`src/hw/rtl/spo_pkg.sv`:
```
// Shared types and constants for the stepper position oscillator.
package spo_pkg;

    localparam int MOTORS_DEF = 2;
    localparam int STEPS_PER_REV_DEF = 200;
    localparam int POS_W = 8;
    localparam int SIZE_W = 3;

    typedef enum logic [1:0] {
        MODE_ENGAGE  = 2'd0,
        MODE_RELEASE = 2'd1,
        MODE_LOAD    = 2'd2,
        MODE_SET_DIR = 2'd3
    } mode_t;

    typedef enum logic [1:0] {
        ERR_NONE  = 2'd0,
        ERR_SLOT  = 2'd1,
        ERR_RANGE = 2'd2
    } err_t;

    typedef enum logic [1:0] {
        REG_IN_USE    = 2'd0,
        REG_ENABLE    = 2'd1,
        REG_OSCILLATE = 2'd2,
        REG_STEP_SIZE = 2'd3
    } cfg_idx_t;

    typedef enum logic [SIZE_W-1:0] {
        SZ_FULL      = 3'd0,
        SZ_HALF      = 3'd1,
        SZ_QUARTER   = 3'd2,
        SZ_EIGHTH    = 3'd3,
        SZ_SIXTEENTH = 3'd4
    } step_size_t;

    typedef struct packed {
        logic [POS_W-1:0] position;
        logic [POS_W-1:0] cur_target;
        logic [POS_W-1:0] oth_target;
        logic             dir;
        logic             step;
    } motor_state_t;

endpackage

```
`src/hw/rtl/spo_state_mem.sv`:
```
// Per-motor state memory: synchronous read with write forwarding, reset by valid bits.
module spo_state_mem
    import spo_pkg::*;
#(
    parameter int MOTORS = MOTORS_DEF,
    parameter int IDX_W  = (MOTORS > 1) ? $clog2(MOTORS) : 1
) (
    input  logic                aclk,
    input  logic                aresetn,
    input  logic                rd_en,
    input  logic [IDX_W-1:0]    rd_idx,
    output motor_state_t        rd_data,
    input  logic                wr_en,
    input  logic [IDX_W-1:0]    wr_idx,
    input  motor_state_t        wr_data
);

    motor_state_t      mem [MOTORS];
    logic [MOTORS-1:0] valid_reg;
    motor_state_t      rd_data_reg;

    always_ff @(posedge aclk) begin
        if (wr_en) begin
            mem[wr_idx] <= wr_data;
        end
    end

    always_ff @(posedge aclk) begin
        if (!aresetn) begin
            valid_reg <= '0;
        end else if (wr_en) begin
            valid_reg[wr_idx] <= 1'b1;
        end
    end

    // Forward a same-cycle write so back-to-back items on one motor see it.
    always_ff @(posedge aclk) begin
        if (rd_en) begin
            if (wr_en && wr_idx == rd_idx) begin
                rd_data_reg <= wr_data;
            end else if (valid_reg[rd_idx]) begin
                rd_data_reg <= mem[rd_idx];
            end else begin
                rd_data_reg <= '0;
            end
        end
    end

    assign rd_data = rd_data_reg;

endmodule

```
`src/hw/rtl/stepper_position_oscillator.sv`:
```
// Top level of the stepper position oscillator: command pipeline and result register.
// An accepted input beat passes through stage 1 (with the state memory read) into the result register.
// Throughput: one input beat per cycle unless a full result register waits on m_ready; set by the single
// read-modify-write of the per-motor state memory (forwarding covers back-to-back beats on one motor).
// Reset: aresetn (synchronous, active low) clears configuration, pipeline and result
// valids, and marks every state entry as zero through per-entry valid bits at once.
module stepper_position_oscillator
    import spo_pkg::*;
#(
    parameter int MOTORS        = MOTORS_DEF,
    parameter int STEPS_PER_REV = STEPS_PER_REV_DEF
) (
    input  logic                  aclk,
    input  logic                  aresetn,
    // configuration
    input  logic                  cfg_wr_en,
    input  logic [1:0]            cfg_index,
    input  logic [3*MOTORS-1:0]   cfg_wdata,
    // command beats
    input  logic                  s_valid,
    output logic                  s_ready,
    input  logic [1:0]            s_mode,
    input  logic                  s_motor,
    input  logic [POS_W-1:0]      s_target_a,
    input  logic [POS_W-1:0]      s_target_b,
    input  logic                  s_direction,
    // result beats
    output logic                  m_valid,
    input  logic                  m_ready,
    output logic [1:0]            m_error,
    output logic                  m_step_out,
    output logic                  m_dir_out,
    output logic                  m_ms1_out,
    output logic                  m_ms2_out,
    output logic                  m_ms3_out,
    output logic                  m_enable_n_out,
    output logic [POS_W-1:0]      m_position,
    output logic [POS_W-1:0]      m_target_now
);

    localparam int IDX_W = (MOTORS > 1) ? $clog2(MOTORS) : 1;
    localparam int CFG_W = 3 * MOTORS;
    localparam logic [POS_W-1:0] LAST_POS = POS_W'(STEPS_PER_REV - 1);

    // Configuration registers; the user must write them only while the pipeline is idle (not enforced by the block).
    logic [MOTORS-1:0] in_use_reg;
    logic [MOTORS-1:0] enable_reg;
    logic [MOTORS-1:0] oscillate_reg;
    logic [CFG_W-1:0]  step_sizes_reg;

    always_ff @(posedge aclk) begin
        if (!aresetn) begin
            in_use_reg     <= '0;
            enable_reg     <= '0;
            oscillate_reg  <= '0;
            step_sizes_reg <= '0;
        end else if (cfg_wr_en) begin
            unique case (cfg_idx_t'(cfg_index))
                REG_IN_USE:    in_use_reg     <= cfg_wdata[MOTORS-1:0];
                REG_ENABLE:    enable_reg     <= cfg_wdata[MOTORS-1:0];
                REG_OSCILLATE: oscillate_reg  <= cfg_wdata[MOTORS-1:0];
                REG_STEP_SIZE: step_sizes_reg <= cfg_wdata;
                default:       ;
            endcase
        end
    end

    // Handshake: stage 1 advances whenever the result register is free or draining.
    logic s1_valid_reg, s1_valid_next;
    logic m_valid_reg;
    logic s1_go;
    logic accept;

    assign s1_go   = s1_valid_reg && (!m_valid_reg || m_ready);
    assign s_ready = !s1_valid_reg || s1_go;
    assign accept  = s_valid && s_ready;

    always_comb begin
        s1_valid_next = s1_valid_reg;
        if (accept) begin
            s1_valid_next = 1'b1;
        end else if (s1_go) begin
            s1_valid_next = 1'b0;
        end
    end

    always_ff @(posedge aclk) begin
        if (!aresetn) begin
            s1_valid_reg <= 1'b0;
        end else begin
            s1_valid_reg <= s1_valid_next;
        end
    end

    // Stage 1 command payload, captured alongside the memory read.
    mode_t            s1_mode_reg;
    logic             s1_motor_reg;
    logic [POS_W-1:0] s1_ta_reg;
    logic [POS_W-1:0] s1_tb_reg;
    logic             s1_dir_reg;

    always_ff @(posedge aclk) begin
        if (accept) begin
            s1_mode_reg  <= mode_t'(s_mode);
            s1_motor_reg <= s_motor;
            s1_ta_reg    <= s_target_a;
            s1_tb_reg    <= s_target_b;
            s1_dir_reg   <= s_direction;
        end
    end

    // State memory: read on accept, written back when stage 1 advances with a usable slot.
    logic [IDX_W-1:0] rd_idx;
    logic [IDX_W-1:0] s1_idx;
    motor_state_t     cur_st;
    motor_state_t     new_st;
    logic             wr_en;

    assign rd_idx = IDX_W'(s_motor);
    assign s1_idx = IDX_W'(s1_motor_reg);

    spo_state_mem #(
        .MOTORS (MOTORS),
        .IDX_W  (IDX_W)
    ) u_state_mem (
        .aclk    (aclk),
        .aresetn (aresetn),
        .rd_en   (accept),
        .rd_idx  (rd_idx),
        .rd_data (cur_st),
        .wr_en   (wr_en),
        .wr_idx  (s1_idx),
        .wr_data (new_st)
    );

    // Stage 1: modify the addressed motor's state.
    logic        in_range;
    logic        slot_ok;
    logic [1:0]  err;
    logic [SIZE_W-1:0] sz;

    assign in_range = (32'(s1_motor_reg) < MOTORS);

    always_comb begin
        new_st  = cur_st;
        err     = ERR_NONE;
        slot_ok = in_range && in_use_reg[s1_idx];
        if (!slot_ok) begin
            err = ERR_SLOT;
        end else begin
            unique case (s1_mode_reg)
                MODE_ENGAGE: begin
                    // Move one step in the direction given by dir only when enabled and not at the target yet.
                    if (enable_reg[s1_idx] && cur_st.position != cur_st.cur_target) begin
                        new_st.step = 1'b1;
                        if (!cur_st.dir) begin
                            new_st.position = (cur_st.position >= LAST_POS) ? '0
                                              : cur_st.position + POS_W'(1);
                        end else begin
                            new_st.position = (cur_st.position == '0 ||
                                               cur_st.position > LAST_POS) ? LAST_POS
                                              : cur_st.position - POS_W'(1);
                        end
                    end
                end
                MODE_RELEASE: begin
                    new_st.step = 1'b0;
                    // Oscillate: at the target, swap targets and reverse.
                    if (oscillate_reg[s1_idx] && cur_st.cur_target == cur_st.position) begin
                        new_st.cur_target = cur_st.oth_target;
                        new_st.oth_target = cur_st.cur_target;
                        new_st.dir        = ~cur_st.dir;
                    end
                end
                MODE_LOAD: begin
                    if (s1_ta_reg <= LAST_POS && s1_tb_reg <= LAST_POS) begin
                        new_st.cur_target = s1_ta_reg;
                        new_st.oth_target = s1_tb_reg;
                    end else begin
                        err = ERR_RANGE;
                    end
                end
                MODE_SET_DIR: begin
                    new_st.dir = s1_dir_reg;
                end
                default: ;
            endcase
        end
    end

    assign wr_en = s1_go && slot_ok;
    assign sz    = step_sizes_reg[SIZE_W*s1_idx +: SIZE_W];

    // Result register.
    logic [1:0]       m_error_reg;
    logic             m_step_reg, m_dir_reg, m_ms1_reg, m_ms2_reg, m_ms3_reg, m_en_n_reg;
    logic [POS_W-1:0] m_pos_reg, m_tgt_reg;
    logic             m_valid_next;

    always_comb begin
        m_valid_next = m_valid_reg;
        if (s1_go) begin
            m_valid_next = 1'b1;
        end else if (m_ready) begin
            m_valid_next = 1'b0;
        end
    end

    always_ff @(posedge aclk) begin
        if (!aresetn) begin
            m_valid_reg <= 1'b0;
        end else begin
            m_valid_reg <= m_valid_next;
        end
    end

    always_ff @(posedge aclk) begin
        if (s1_go) begin
            m_error_reg <= err;
            if (in_range) begin
                m_step_reg <= new_st.step;
                m_dir_reg  <= new_st.dir;
                m_ms1_reg  <= (sz == SZ_HALF || sz == SZ_EIGHTH || sz == SZ_SIXTEENTH);
                m_ms2_reg  <= (sz == SZ_QUARTER || sz == SZ_EIGHTH || sz == SZ_SIXTEENTH);
                m_ms3_reg  <= (sz == SZ_SIXTEENTH);
                m_en_n_reg <= ~enable_reg[s1_idx];
                m_pos_reg  <= new_st.position;
                m_tgt_reg  <= new_st.cur_target;
            end else begin
                // Motor index past the last slot: every pin field reads zero.
                m_step_reg <= 1'b0;
                m_dir_reg  <= 1'b0;
                m_ms1_reg  <= 1'b0;
                m_ms2_reg  <= 1'b0;
                m_ms3_reg  <= 1'b0;
                m_en_n_reg <= 1'b0;
                m_pos_reg  <= '0;
                m_tgt_reg  <= '0;
            end
        end
    end

    assign m_valid        = m_valid_reg;
    assign m_error        = m_error_reg;
    assign m_step_out     = m_step_reg;
    assign m_dir_out      = m_dir_reg;
    assign m_ms1_out      = m_ms1_reg;
    assign m_ms2_out      = m_ms2_reg;
    assign m_ms3_out      = m_ms3_reg;
    assign m_enable_n_out = m_en_n_reg;
    assign m_position     = m_pos_reg;
    assign m_target_now   = m_tgt_reg;

endmodule
```
`config.mk`:
```
export PLATFORM = sky130hd
export DESIGN_NAME = stepper_position_oscillator
export DESIGN_NICKNAME = d
export VERILOG_FILES = /design/src/hw/rtl/spo_pkg.sv /design/src/hw/rtl/spo_state_mem.sv /design/src/hw/rtl/stepper_position_oscillator.sv
export SDC_FILE = /design/constraint.sdc
export NUM_CORES = 1
export LEC_CHECK = 0
export BUFFER_PORTS_ARGS = -buffer_cell sky130_fd_sc_hd__buf_4
export CORE_AREA = 2 2 119 150
export DETAILED_ROUTE_END_ITERATION = 7
export DIE_AREA = 0 0 121 152
export SYNTH_ARGS = -nofsm -noshare
export SYNTH_HDL_FRONTEND = slang
export SYNTH_SLANG_ARGS = --single-unit
export TNS_END_PERCENT = 50
```
`constraint.sdc`:
```
create_clock -name aclk -period 13.78 [get_ports aclk]
set_input_delay 3.445 -clock aclk [delete_from_list [all_inputs] [get_ports aclk]]
set_output_delay 3.445 -clock aclk [all_outputs]
set_load 0.005 [all_outputs]
```
==> results.cfg <==
[yosys]
synth_area_per_cell_um2 = 12.2
netlist_area_um2 = 6650
synth_top_area_share_pct = 55.1
synth_seq_area_share_pct = 59.9
synth_cells = 546
synth.distinct_cells = 57
ys_ff_latch = 138
synth_edf_count = 122
synth_flop_cell = edfxtp_1
synth_top_area_cell = edfxtp_1
syn_nets = 586
async_flop_share_pct = 0
synth.area.top_cells = edfxtp_1, dfxtp_1, mux2i_1, nor4_1, o21ai_0
yosys_warnings = 0

[finish]
layout-drive-gt1-share_pct = 19.6
final_net_count = 633
layout_common_cells = edfxtp_1, buf_4, mux2i_1
layout_commonest_cell = edfxtp_1
synthToLayoutAreaGrowth_pct = 18.8
utilization_pct = 46.2
nFillCells = 1558
largest_reg_flops = 52
layout.cells.non_filler = 830
design_area_um2 = 7890
diodes = 0

[placed_design]
gp_congestion = 0.880
numPortBuffers = 58
placed_cells = 798
pre_cts_ws_ps = 6140
dp_hpwl_um = 10400
dpl_cell_area_um2 = 7260

[setup_path]
worst_setup_path_start_kind = input pin
path_max_fanout = 6
critPathMaxStageDelay_ps = 370
cp_data_arrival_time_ps = 4190
cpMaxStageDelayCell = nor2b_1
required_ps = 10340
path_class = in -> out
endpoint_kind = output pin
path_cells = buf_4, nor2b_1, nand2_1, buf_4
critPathMostFrequentCell = buf_4

[power_and_ir_drop]
intPower_mw = 0.815
vdd_drop_max_v = 0.0000612
p_per_area_nw_per_um2 = 131
pwr-share-comb_pct = 5.9
seq_power_share_pct = 46.3
power_mw = 1.04
p_leak_nw = 2.90
clkPwrFrac_pct = 47.8
netSwitchingPower_mw = 0.220
p_sw_share_pct = 21.3

[routing]
post_drt_wl_per_cell_um = 19.1
first_iter_violations = 394
via_per_inst = 5.74
routed_wl_um = 15900
vias = 4761
drc_errors = 0
drt_first_pass_iters = 5
drtAntennaViolNets = 0

[timing]
timing.fmax_ghz = 0.131
fin_crit_sh_pct = 55.4
finalSetupTns_ps = 0
skew_ps = 6.88
fin_worst_hold_slack_ps = 504
fin_ws_ps = 6140
finalSetupViolCount = 0
final.min_clock_period_ps = 7640
rsz0062_at_grt = no
slew_headroom_pct = 33.3
drv_slew = 0
final-hold-violation-count = 0
worst_pin_slew_ps = 998

[global_route]
grt_overflow = 0
grt_util_all_layers_pct = 17.9
antenna_found_initial = 0
grt_pass1_wl_um = 25500
grt_max_degree = 47
grt_pass1_vias = 4918

[clock_tree]
cts_hold_buffers = 0
path_clk_slew_ps = 60
cts_root_buf = clkbuf_16
htree_levels = 4
cts_resized = 0
cts_buffers = 17
cts.sinks = 138
cts_tree = built
cts_setup_buffers = 0
cts.path.max_buffers = 2
clock_latency_ps = 420

[floorplanning]
core_area_um2 = 17100
rows = 54
initial_core_util_pct = 38.9
dieHeight_um = 152
num_io_pins = 59
die_area_um2 = 18400
die-width_um = 121

[status]
status = finished, final reports clean

[worst_hold_path]
hold_class = reg -> reg

[run]
max_cap_violations = 0
==> power by group through the flow <==
stage / clock (mW) / combinational [mW] / sequential [mW]
after floorplan: 0 / 0.0402 / 0.482
after global placement: 0 / 0.0599 / 0.488
after detailed placement: 0 / 0.0615 / 0.488
after CTS: 0.504 / 0.0617 / 0.479
after global routing: 0.520 / 0.0673 / 0.481
final: 0.494 / 0.0613 / 0.480
==> cell usage after synthesis, types with 3 or more instances <==
cell,n
a211o_1,13
a21o_1,3
a21oi_1,10
a31oi_1,3
and2_1,3
and3_1,4
buf_6,3
clkbuf_1,31
dfxtp_1,16
edfxtp_1,122
ha_1,7
inv_1,22
mux2_2,12
mux2i_1,32
nand2_1,30
nand2b_1,3
nand3_1,9
nand3b_1,6
nand4_1,15
nor2_1,26
nor2b_1,15
nor3_1,19
nor4_1,26
o211ai_1,5
o21a_1,6
o21ai_0,27
o221a_2,4
o221ai_1,4
o22ai_1,3
o311ai_0,4
o31ai_1,3
o32ai_1,15
or3_1,3
xnor2_1,6
xor2_1,3
==> layout make-up <==
cell class              instances  area [um^2]  share of cell area [%]
inverters                      23         86.3                    1.09
well taps                     224          280                    3.55
multi-input cells             348         2420                    30.7
clock inverters                12          196                    2.49
repair buffers                 65          488                    6.18
clock buffers                  20          437                    5.53
flip-flops and latches        138         3980                    50.5
==> final timing paths <==
| kind | cells past startpoint | from | end | slack (ps) |
|---|---|---|---|---|
| max | 4 | m_ready | s_ready | 6140 |
| min | 1 | u_state_mem.valid_reg[1]$_SDFFE_PN0P_ | u_state_mem.valid_reg[1]$_SDFFE_PN0P_ | 500 |
| max reg2reg | 5 | u_state_mem.rd_data[20]$_DFFE_PP_ | u_state_mem.mem[1][13]$_DFFE_PP_ | 10240 |
| min reg2reg | 1 | u_state_mem.valid_reg[1]$_SDFFE_PN0P_ | u_state_mem.valid_reg[1]$_SDFFE_PN0P_ | 500 |
==> worst max-delay path: cells and delay by family <==
| kind | cells | cell delay (ps) |
|---|---|---|
| buffers and inverters | 2 | 260 |
| and+or+nand+nor | 2 | 490 |
==> cell families (layout without fill, tap and decap cells) <==
group	count (synthesis)	after routing	share of synthesized area, %
AO/OA/AOI/OAI	117	117	13.0
XOR/XNOR	9	9	1.19
adder cells (fa/ha/maj)	7	7	1.32
buffers and inverters	60	120	3.76
flip-flops	138	138	59.9
multiplexers	44	44	6.85
AND/OR/NAND/NOR	171	171	14.0
==> metal layers <==
layer | global-route usage, % | vias up | wire (um) | part of all wire (%)
met5 | 0 | - | 0 | 0
met4 | 8.64 | 0 | 432 | 2.7
li1 | - | 2234 | - | -
met2 | 30.7 | 171 | 8150 | 51
met3 | 3.75 | 38 | 830 | 5.2
met1 | 21.1 | 2318 | 6450 | 41
Power figures use the tool's default switching activity.
